===== src/rtl/sktd_pkg.sv =====
// Shared types, constants and request codes of the substitution key table decoder.
package sktd_pkg;

   localparam int COUNT_BITS_DEFAULT = 16;
   localparam int ALPHA = 26;
   localparam int INDEX_BITS = 5;
   localparam int TOTAL_BITS = 21;
   localparam int SCALE_BITS = 14;
   localparam int PCT_BITS = 14;
   localparam int QUOT_BITS = 15;
   localparam int COUNT_OUT_BITS = 16;
   localparam int COUNT_EXT_BITS = 32;
   localparam int QUEUE_DEPTH = 2;

   localparam logic [7:0] LETTER_LO = 8'd65;
   localparam logic [7:0] LETTER_HI = 8'd90;
   localparam logic [SCALE_BITS-1:0] SCALE = 14'd10000;
   localparam logic [QUOT_BITS-1:0] SCALE_Q = 15'd10000;
   localparam logic [PCT_BITS-1:0] PCT_MAX = 14'd10000;
   localparam logic [COUNT_OUT_BITS-1:0] COUNT_OUT_MAX = 16'hFFFF;

   localparam logic [1:0] KIND_COUNT = 2'd0;
   localparam logic [1:0] KIND_DECODE = 2'd1;
   localparam logic [1:0] KIND_KEY = 2'd2;

   typedef struct packed {
      logic [1:0] kind;
      logic [7:0] symbol;
      logic letter;
      logic plain_ok;
      logic [INDEX_BITS-1:0] idx;
      logic [INDEX_BITS-1:0] pidx;
   } item_type;

   typedef struct packed {
      logic [7:0] out_char;
      logic from_key;
      logic [COUNT_OUT_BITS-1:0] letter_count;
      logic [PCT_BITS-1:0] percent_hundredths;
      logic accepted;
   } rsp_type;

endpackage


===== src/rtl/sktd_front.sv =====
// Front end: classifies each request and holds it in a two-entry queue for the back end.
module sktd_front (
   input  logic clock,
   input  logic reset,
   input  logic push,
   output logic full,
   input  logic [1:0] req_type,
   input  logic [7:0] req_symbol,
   input  logic [7:0] req_plain_letter,
   output logic item_valid,
   output sktd_pkg::item_type item,
   input  logic item_pop
);

   localparam int FILL_BITS = $clog2(sktd_pkg::QUEUE_DEPTH + 1);

   sktd_pkg::item_type slots_ff [sktd_pkg::QUEUE_DEPTH];
   logic wr_ptr_ff, wr_ptr_in;
   logic rd_ptr_ff, rd_ptr_in;
   logic [FILL_BITS-1:0] fill_ff, fill_in;
   sktd_pkg::item_type classified;
   logic do_push;
   logic do_pop;

   always_comb begin
      classified.kind = req_type;
      classified.symbol = req_symbol;
      classified.letter = (req_symbol >= sktd_pkg::LETTER_LO) &&
                          (req_symbol <= sktd_pkg::LETTER_HI);
      classified.plain_ok = (req_plain_letter >= sktd_pkg::LETTER_LO) &&
                            (req_plain_letter <= sktd_pkg::LETTER_HI);
      classified.idx = classified.letter ?
                       sktd_pkg::INDEX_BITS'(req_symbol - sktd_pkg::LETTER_LO) : '0;
      classified.pidx = classified.plain_ok ?
                        sktd_pkg::INDEX_BITS'(req_plain_letter - sktd_pkg::LETTER_LO) : '0;
   end

   assign full = (fill_ff == FILL_BITS'(sktd_pkg::QUEUE_DEPTH));
   assign item_valid = (fill_ff != '0);
   assign item = slots_ff[rd_ptr_ff];
   assign do_push = push && !full;
   assign do_pop = item_pop && item_valid;

   always_comb begin
      wr_ptr_in = do_push ? !wr_ptr_ff : wr_ptr_ff;
      rd_ptr_in = do_pop ? !rd_ptr_ff : rd_ptr_ff;
      fill_in = fill_ff + FILL_BITS'(do_push) - FILL_BITS'(do_pop);
   end

   always_ff @(posedge clock) begin
      if (reset) begin
         wr_ptr_ff <= 1'b0;
         rd_ptr_ff <= 1'b0;
         fill_ff <= '0;
      end else begin
         wr_ptr_ff <= wr_ptr_in;
         rd_ptr_ff <= rd_ptr_in;
         fill_ff <= fill_in;
      end
   end

   always_ff @(posedge clock) begin
      if (do_push) begin
         slots_ff[wr_ptr_ff] <= classified;
      end
   end

endmodule


===== src/rtl/sktd_div.sv =====
// Restoring divider that turns a scaled count and the total into a clamped percentage.
module sktd_div #(
   parameter int NUM_BITS = sktd_pkg::COUNT_BITS_DEFAULT + sktd_pkg::SCALE_BITS
) (
   input  logic clock,
   input  logic reset,
   input  logic start,
   input  logic [NUM_BITS-1:0] numer,
   input  logic [sktd_pkg::TOTAL_BITS-1:0] denom,
   output logic done,
   output logic [sktd_pkg::PCT_BITS-1:0] quot
);

   localparam int SHIFT_BITS = sktd_pkg::TOTAL_BITS + sktd_pkg::QUOT_BITS;
   localparam int W = (NUM_BITS > SHIFT_BITS) ? NUM_BITS : SHIFT_BITS;
   localparam int STEP_BITS = $clog2(sktd_pkg::QUOT_BITS);
   localparam int QB = sktd_pkg::QUOT_BITS;

   logic busy_ff, busy_in;
   logic done_ff, done_in;
   logic [W-1:0] rem_ff, rem_in;
   logic [W-1:0] dsh_ff, dsh_in;
   logic [QB-1:0] q_ff, q_in;
   logic [STEP_BITS-1:0] step_ff, step_in;
   logic [sktd_pkg::PCT_BITS-1:0] quot_ff, quot_in;
   logic [W-1:0] numer_w;
   logic [W-1:0] top_w;
   logic fits;

   assign numer_w = W'(numer);
   assign top_w = W'({denom, QB'(0)});
   assign fits = (rem_ff >= dsh_ff);

   always_comb begin
      busy_in = busy_ff;
      done_in = 1'b0;
      rem_in = rem_ff;
      dsh_in = dsh_ff;
      q_in = q_ff;
      step_in = step_ff;
      quot_in = quot_ff;
      if (busy_ff) begin
         rem_in = fits ? rem_ff - dsh_ff : rem_ff;
         q_in = {q_ff[QB-2:0], fits};
         dsh_in = dsh_ff >> 1;
         step_in = step_ff - STEP_BITS'(1);
         if (step_ff == '0) begin
            busy_in = 1'b0;
            done_in = 1'b1;
            quot_in = (q_in > sktd_pkg::SCALE_Q) ? sktd_pkg::PCT_MAX
                                                  : q_in[sktd_pkg::PCT_BITS-1:0];
         end
      end else if (start) begin
         if (denom == '0) begin
            quot_in = '0;
            done_in = 1'b1;
         end else if (numer_w >= top_w) begin
            quot_in = sktd_pkg::PCT_MAX;
            done_in = 1'b1;
         end else begin
            rem_in = numer_w;
            dsh_in = W'({denom, (QB-1)'(0)});
            q_in = '0;
            step_in = STEP_BITS'(QB - 1);
            busy_in = 1'b1;
         end
      end
   end

   always_ff @(posedge clock) begin
      if (reset) begin
         busy_ff <= 1'b0;
         done_ff <= 1'b0;
      end else begin
         busy_ff <= busy_in;
         done_ff <= done_in;
      end
   end

   always_ff @(posedge clock) begin
      rem_ff <= rem_in;
      dsh_ff <= dsh_in;
      q_ff <= q_in;
      step_ff <= step_in;
      quot_ff <= quot_in;
   end

   assign done = done_ff;
   assign quot = quot_ff;

endmodule


===== src/rtl/sktd_back.sv =====
// Back end: applies each request to the letter table and builds its response.
module sktd_back #(
   parameter int COUNT_BITS = sktd_pkg::COUNT_BITS_DEFAULT
) (
   input  logic clock,
   input  logic reset,
   input  logic item_valid,
   input  sktd_pkg::item_type item,
   output logic item_pop,
   input  logic pop,
   output logic rsp_valid,
   output sktd_pkg::rsp_type rsp
);

   localparam int NUM_BITS = COUNT_BITS + sktd_pkg::SCALE_BITS;
   localparam int TB = sktd_pkg::TOTAL_BITS;
   localparam int IB = sktd_pkg::INDEX_BITS;

   localparam logic [1:0] ST_IDLE = 2'd0;
   localparam logic [1:0] ST_MUL = 2'd1;
   localparam logic [1:0] ST_START = 2'd2;
   localparam logic [1:0] ST_WAIT = 2'd3;

   logic [1:0] state_ff, state_in;
   logic [COUNT_BITS-1:0] counts_ff [sktd_pkg::ALPHA];
   logic [COUNT_BITS-1:0] counts_in [sktd_pkg::ALPHA];
   logic [IB-1:0] keys_ff [sktd_pkg::ALPHA];
   logic [IB-1:0] keys_in [sktd_pkg::ALPHA];
   logic [sktd_pkg::ALPHA-1:0] marks_ff, marks_in;
   logic [TB-1:0] total_ff, total_in;
   logic [COUNT_BITS-1:0] cnt_ff, cnt_in;
   logic [NUM_BITS-1:0] prod_ff, prod_in;
   logic [7:0] oc_ff, oc_in;
   logic fk_ff, fk_in;
   logic acc_ff, acc_in;
   logic out_valid_ff, out_valid_in;
   sktd_pkg::rsp_type out_ff, out_in;
   logic [COUNT_BITS-1:0] cur;
   logic [COUNT_BITS-1:0] cnt_new;
   logic [sktd_pkg::COUNT_EXT_BITS-1:0] cnt_ext;
   logic div_start;
   logic div_done;
   logic [sktd_pkg::PCT_BITS-1:0] div_quot;

   sktd_div #(
      .NUM_BITS(NUM_BITS)
   ) u_div (
      .clock(clock),
      .reset(reset),
      .start(div_start),
      .numer(prod_ff),
      .denom(total_ff),
      .done(div_done),
      .quot(div_quot)
   );

   assign cur = counts_ff[item.idx];
   assign cnt_ext = sktd_pkg::COUNT_EXT_BITS'(cnt_ff);
   assign div_start = (state_ff == ST_START);

   always_comb begin
      state_in = state_ff;
      counts_in = counts_ff;
      keys_in = keys_ff;
      marks_in = marks_ff;
      total_in = total_ff;
      cnt_in = cnt_ff;
      prod_in = prod_ff;
      oc_in = oc_ff;
      fk_in = fk_ff;
      acc_in = acc_ff;
      out_in = out_ff;
      out_valid_in = out_valid_ff && !pop;
      item_pop = 1'b0;
      cnt_new = cur;
      unique case (state_ff)
         ST_IDLE: begin
            if (item_valid && !out_valid_ff) begin
               item_pop = 1'b1;
               state_in = ST_MUL;
               oc_in = item.symbol;
               fk_in = 1'b0;
               acc_in = 1'b0;
               unique case (item.kind)
                  sktd_pkg::KIND_COUNT: begin
                     if (item.letter && (cur != '1)) begin
                        cnt_new = cur + COUNT_BITS'(1);
                        counts_in[item.idx] = cnt_new;
                        if (total_ff != '1) begin
                           total_in = total_ff + TB'(1);
                        end
                     end
                  end
                  sktd_pkg::KIND_DECODE: begin
                     if (item.letter && marks_ff[item.idx]) begin
                        oc_in = sktd_pkg::LETTER_LO + 8'(keys_ff[item.idx]);
                        fk_in = 1'b1;
                     end
                  end
                  sktd_pkg::KIND_KEY: begin
                     if (item.letter && item.plain_ok) begin
                        acc_in = 1'b1;
                        for (int i = 0; i < sktd_pkg::ALPHA; i++) begin
                           if (IB'(i) == item.idx) begin
                              if (counts_ff[i] != '0) begin
                                 keys_in[i] = item.pidx;
                                 marks_in[i] = 1'b1;
                              end
                           end else if (marks_ff[i] && (keys_ff[i] == item.pidx)) begin
                              keys_in[i] = '0;
                              marks_in[i] = 1'b0;
                           end
                        end
                     end
                  end
                  default: begin
                  end
               endcase
               cnt_in = item.letter ? cnt_new : '0;
            end
         end
         ST_MUL: begin
            prod_in = NUM_BITS'(cnt_ff) * NUM_BITS'(sktd_pkg::SCALE);
            state_in = ST_START;
         end
         ST_START: begin
            state_in = ST_WAIT;
         end
         ST_WAIT: begin
            if (div_done) begin
               out_in.out_char = oc_ff;
               out_in.from_key = fk_ff;
               out_in.letter_count =
                  (cnt_ext > sktd_pkg::COUNT_EXT_BITS'(sktd_pkg::COUNT_OUT_MAX)) ?
                  sktd_pkg::COUNT_OUT_MAX : cnt_ext[sktd_pkg::COUNT_OUT_BITS-1:0];
               out_in.percent_hundredths = div_quot;
               out_in.accepted = acc_ff;
               out_valid_in = 1'b1;
               state_in = ST_IDLE;
            end
         end
         default: begin
            state_in = ST_IDLE;
         end
      endcase
   end

   always_ff @(posedge clock) begin
      if (reset) begin
         state_ff <= ST_IDLE;
         out_valid_ff <= 1'b0;
         marks_ff <= '0;
         total_ff <= '0;
         for (int i = 0; i < sktd_pkg::ALPHA; i++) begin
            counts_ff[i] <= '0;
            keys_ff[i] <= '0;
         end
      end else begin
         state_ff <= state_in;
         out_valid_ff <= out_valid_in;
         marks_ff <= marks_in;
         total_ff <= total_in;
         counts_ff <= counts_in;
         keys_ff <= keys_in;
      end
   end

   always_ff @(posedge clock) begin
      cnt_ff <= cnt_in;
      prod_ff <= prod_in;
      oc_ff <= oc_in;
      fk_ff <= fk_in;
      acc_ff <= acc_in;
      out_ff <= out_in;
   end

   assign rsp_valid = out_valid_ff;
   assign rsp = out_ff;

endmodule


===== src/rtl/substitution_key_table_decoder.sv =====
// Top level of the substitution key table decoder.
// An accepted request passes the back-end states ST_MUL, ST_START and ST_WAIT, where
// the 15-step divider iterates unless the percentage clamps or the total is zero.
// The back end handles one request at a time and takes the next only once its response is popped.
// Reset: synchronous, active high; clears all counts, key letters, key marks, the
// total, the request queue and the held response.
module substitution_key_table_decoder #(
   parameter int COUNT_BITS = sktd_pkg::COUNT_BITS_DEFAULT
) (
   input  logic clock,
   input  logic reset,
   input  logic push,
   output logic full,
   input  logic [1:0] req_type,
   input  logic [7:0] req_symbol,
   input  logic [7:0] req_plain_letter,
   output logic empty,
   input  logic pop,
   output logic [7:0] rsp_out_char,
   output logic rsp_from_key,
   output logic [15:0] rsp_letter_count,
   output logic [13:0] rsp_percent_hundredths,
   output logic rsp_accepted
);

   logic item_valid;
   logic item_pop;
   sktd_pkg::item_type item;
   logic rsp_valid;
   sktd_pkg::rsp_type rsp;

   sktd_front u_front (
      .clock(clock),
      .reset(reset),
      .push(push),
      .full(full),
      .req_type(req_type),
      .req_symbol(req_symbol),
      .req_plain_letter(req_plain_letter),
      .item_valid(item_valid),
      .item(item),
      .item_pop(item_pop)
   );

   sktd_back #(
      .COUNT_BITS(COUNT_BITS)
   ) u_back (
      .clock(clock),
      .reset(reset),
      .item_valid(item_valid),
      .item(item),
      .item_pop(item_pop),
      .pop(pop),
      .rsp_valid(rsp_valid),
      .rsp(rsp)
   );

   assign empty = !rsp_valid;
   assign rsp_out_char = rsp.out_char;
   assign rsp_from_key = rsp.from_key;
   assign rsp_letter_count = rsp.letter_count;
   assign rsp_percent_hundredths = rsp.percent_hundredths;
   assign rsp_accepted = rsp.accepted;

endmodule

===== config.mk =====
export PLATFORM = sky130hd
export DESIGN_NAME = substitution_key_table_decoder
export DESIGN_NICKNAME = d
export VERILOG_FILES = /design/src/rtl/sktd_pkg.sv /design/src/rtl/sktd_front.sv /design/src/rtl/sktd_div.sv /design/src/rtl/sktd_back.sv /design/src/rtl/substitution_key_table_decoder.sv
export SDC_FILE = /design/constraint.sdc
export NUM_CORES = 2
export LEC_CHECK = 0
export BUFFER_PORTS_ARGS = -buffer_cell sky130_fd_sc_hd__buf_2
export CORE_ASPECT_RATIO = 1.4
export CORE_MARGIN = 4
export CORE_UTILIZATION = 58
export CTS_CLUSTER_SIZE = 30
export DETAILED_ROUTE_END_ITERATION = 10
export GPL_TIMING_DRIVEN = 0
export PLACE_DENSITY = 0.74
export REMOVE_ABC_BUFFERS = 1
export SLEW_MARGIN = 20
export SYNTH_ARGS = -nofsm -noshare
export SYNTH_HDL_FRONTEND = slang
export SYNTH_SLANG_ARGS = --single-unit

===== constraint.sdc =====
create_clock -name clock -period 6.3 [get_ports clock]
set_clock_uncertainty 0.05 [all_clocks]
set_input_delay 0.945 -clock clock [delete_from_list [all_inputs] [get_ports clock]]
set_output_delay 0.945 -clock clock [all_outputs]
set_load 0.02 [all_outputs]

==> flow_summary_export.csv <==
group,metric,value,unit
grt,grt_first_pass_wirelength,219300,microns
power_and_ir_drop,peakVddDrop,0.0004921,V
placed_design,hpwl,97000,microns
timing,finalMaxSlewViolations,0,
grt,grt_max_degree,130,
synth,ys_seq_elements,842,
grt,grt_usage,35.35,%
synth,yosysWarnings,0,
power_and_ir_drop,power.total,22.31,mW
timing,worst_slew_pin_slew,1208,ps
clocking,cts_tree,"yes",
power_and_ir_drop,swShare,38.49,%
timing,hold_violations,0,
critical_path,worstSetupPathType,"flip-flop to flip-flop",
timing,period_share,101.2,%
cells_and_area,final_cell_area,49640,sq um
power_and_ir_drop,clkPwrFrac,24.0,%
critical_path,slowest_delay,840,ps
clocking,clk_pin_slew,60,ps
power_and_ir_drop,p_sw,8.586,mW
synth,synthCells,4675,
clocking,cts_root_buf,"clkbuf_16",
power_and_ir_drop,internal_power,13.72,mW
status,violations,"negative setup slack",
floorplanning,die-area,80370,sq um
floorplanning,pin_count,64,
critical_path,crit_chain,"mux2_8 > buf_16 > mux2_2 > a222oi_1 > a31oi_1 > o221a_4 > ha_2 > and2_1 > a32oi_2 > a211oi_4 > and4b_4 > nor3_2 > nor2_1 > nor3_1",
critical_path,regToRegSetupSlack,-70,ps
critical_path,cp.required,6850,ps
synth,netlist.area_leader.share,27.44,%
critical_path,crit_family,"compound AO/OA/AOI/OAI gates",
synth,synth-edff-count,239,
grt,grt_overflow,0,
min_path,holdCritStartpoint,"u_back.u_div.quot[7]",
min_path,holdPathEnd,"u_back.rsp[8]",
critical_path,reg2reg_from,"u_front.slots_ff[1][5]",
drt,drt_first_pass_iters,8,
critical_path,cp_slowest_cell,"nor3_2",
drt,wl_per_cell,25.81,microns
power_and_ir_drop,pwr-share-seq,29.8,%
floorplanning,core-area,75190,sq um
drt,via_per_inst,6.733,
synth,yosys.area.top_type,"dfxtp_1",
synth,ys.flop_type,"dfxtp_1",
drt,drtAntennaViolNets,0,
critical_path,r2r_cells,14,
clocking,cts-buffers-inserted,82,
cells_and_area,final_util,66.02,%
critical_path,start_kind,"flip-flop",
grt,grt_pass1_vias,37270,
power_and_ir_drop,combinationalPowerShare,46.3,%
clocking,insertion_delay,680,ps
power_and_ir_drop,power_density,449.4,nW/um^2
critical_path,worstPathBufferInverterCount,1,
timing,setup_violations,30,
status,outcome,"finished, violations left",
floorplanning,fp.dieW,240.7,microns
synth,synth.area.top_cells,"dfxtp_1 (27%), edfxtp_1 (16%), nor2_1 (7.9%), mux4_2 (4.6%), mux2i_1 (4.4%)",
synth,syn_area,43980,sq um
timing,worst_slack,-73.49,ps
critical_path,arrival,6920,ps
grt,antenna_found_initial,7,
drt,wirelength,146900,microns
synth,async_flop_share,0,%
floorplanning,die_height,333.8,microns
min_path,min_path_type,"flip-flop to flip-flop",
critical_path,timing.rr.end,"u_back.counts_ff[358]",
placed_design,gp_congestion,1.007,
floorplanning,start_util,58.50,%
synth,yosysSeqAreaShare,43.76,%
flow_run,cap_violations,0,
critical_path,critical_path_depth,14,
clocking,cts_max_level,3,
cells_and_area,nets,4847,
synth,syn-mean-instance-area,9.408,sq um
critical_path,endpoint_kind,"flip-flop",
timing,slew_headroom,18.39,%
cells_and_area,drive_gt1_share,11.64,%
timing,rsz0062_at_grt,"true",
drt,drt_iter0_markers,4949,
timing,period_needed,6373,ps
drt,vias,38320,
critical_path,path_max_fanout,60,
floorplanning,rows,119,
placed_design,port_buffers,63,
power_and_ir_drop,p_leak,17.42,nW
min_path,whs_path_depth,0,
clocking,clkSinkCount,842,
timing,fmax,156.9,MHz
cells_and_area,area_delta_synth_final,12.85,%
drt,drc,0,
placed_design,placed_cell_area,45970,sq um
synth,yosys.cell_types.count,86,
clocking,max-clock-path-buffers,3,
==> metrics by stage <==
stage | worst slack [ps] | hold slack, ps | setup TNS [ps] | instances
after floorplan | -980.2 | 350.3 | -282960 | 4378
after global placement | -6117 | 350.5 | -2992260 | 5409
after detailed placement | -1202 | 354.5 | -371070 | 5476
after CTS | 3.026 | 369.5 | 0 | 5658
after global routing | -136.0 | 375.9 | -6318 | 5686
final | -73.49 | 368.9 | -712.7 | 5691
==> Yosys cell counts (11+ instances only) <==
library cell and n:
nand2_1 240, nand3_1 75, buf_2 79, a31oi_1 11
nor3_1 216, nor4_1 144, xor2_1 49, o21ai_0 135
nor2b_1 18, nor3_2 17, buf_1 12, and2_1 29
or3_1 11, mux2i_1 192, a22oi_1 27, nand2b_1 17
inv_1 185, a21o_1 25, nand4_1 89, a211oi_1 213
nand3b_1 30, o21a_1 70, buf_4 11, clkbuf_1 183
o41ai_1 14, ha_1 138, buf_6 11, dfxtp_1 603
a22o_1 18, mux2_2 31, xnor2_1 163, fa_1 36
and3_1 11, mux4_2 90, nor2_1 929, a21oi_1 142
edfxtp_1 239
==> power groups by stage <==
stage                     registers (mW)  clock network, mW  logic [mW]
after floorplan                     6.65                  0        7.15
after detailed placement            6.78                  0        9.91
after global placement              6.75                  0        9.09
after CTS                           6.65               5.36        10.1
after global routing                6.66               5.58        11.4
final                               6.64               5.35        10.3
==> state kept, by name, indices dropped and copies added, names as in the netlist, 4 cells and up, named ones only <==
name,count
u_front.slots_ff,44
u_back.u_div.rem_ff,36
u_back.u_div.dsh_ff,35
u_back.u_div.step_ff,4
u_back.counts_ff,416
u_back.marks_ff,26
u_back.u_div.q_ff,14
u_back.oc_ff,8
u_back.u_div.quot,14
u_back.total_ff,21
u_back.keys_ff,130
u_back.prod_ff,26
u_back.rsp,40
u_back.cnt_ff,16
==> worst reg2reg max path, cell delays in order, from the launching register on <==
cell and delay, ps:
edfxtp_1 750, mux2_8 510, buf_16 440, mux2_2 410, a222oi_1 710, a31oi_1 200
o221a_4 500, ha_2 350, and2_1 160, a32oi_2 460, a211oi_4 180, and4b_4 470
nor3_2 850, nor2_1 90, nor3_1 190
==> what timing repair did <==
action | 4_1_cts | 5_1_grt
pin swaps | 25 | 13
buffers inserted | 7 | 17
hold buffers | 0 | 0
resized for setup | 14 | 13
endpoints found under the setup margin | 453 | 444
gates cloned | 24 | 10
==> per-layer routing <==
metal	part of all wire, %	GRT usage (%)
met5	0.023	0
met2	47	57.84
met3	9.4	8.735
met1	33	38.12
met4	11	30.21
==> layout make-up <==
cell class              instances  area, sq um
inverters                     185        694.4
diodes                          5        12.51
fillers                      5910        25550
well taps                     968         1211
clock inverters                47        608.1
repair buffers                155         1916
flip-flops and latches        842        19260
clock buffers                 104         2286
multi-input cells            3385        23660
==> worst max path at each step <==
stage                                 end  slack, ps                   start
detailed placement       u_back.cnt_ff[7]      -1200               flip-flop
global route        u_back.counts_ff[358]       -140  u_front.slots_ff[1][5]
CTS                 u_back.counts_ff[307]          3  u_front.slots_ff[0][5]
floorplan                u_back.cnt_ff[2]       -980               flip-flop
finish              u_back.counts_ff[358]        -70  u_front.slots_ff[1][5]
global placement     u_back.counts_ff[62]      -6120               flip-flop
==> placed cells by master, fill, tap and decap left out, types with 16 or more instances in the layout <==
| master | n |
|---|---|
| nor2_1 | 924 |
| dfxtp_1 | 601 |
| edfxtp_1 | 239 |
| nand2_1 | 235 |
| nor3_1 | 213 |
| a211oi_1 | 213 |
| mux2i_1 | 185 |
| inv_1 | 184 |
| xnor2_1 | 158 |
| nor4_1 | 144 |
| a21oi_1 | 142 |
| ha_1 | 136 |
| o21ai_0 | 133 |
| mux4_2 | 90 |
| nand4_1 | 89 |
| clkbuf_16 | 83 |
| nand3_1 | 75 |
| o21a_1 | 70 |
| buf_2 | 62 |
| xor2_1 | 44 |
| nor3_4 | 36 |
| fa_1 | 36 |
| buf_16 | 36 |
| nand3b_1 | 30 |
| mux2_2 | 29 |
| buf_4 | 29 |
| and2_1 | 28 |
| a22oi_1 | 27 |
| a21o_1 | 25 |
| nor3_2 | 23 |
| nor2b_1 | 18 |
| a22o_1 | 18 |
| nand2b_1 | 16 |
==> cell families (layout without fill, tap and decap cells) <==
logic type / Yosys count / in the layout / synth area share (%)
AOI/OAI and AO/OA: 769 / 769 / 11.90
xor gates and xnor gates: 215 / 215 / 4.332
adders and majority gates: 174 / 174 / 5.564
buffers and inverters: 482 / 491 / 4.657
DFF: 842 / 842 / 43.76
muxes: 319 / 320 / 10.01
other: 0 / 5 / 0
and+or+nand+nor: 1874 / 1907 / 19.78
No activity file was read; power rests on OpenSTA's default activity.
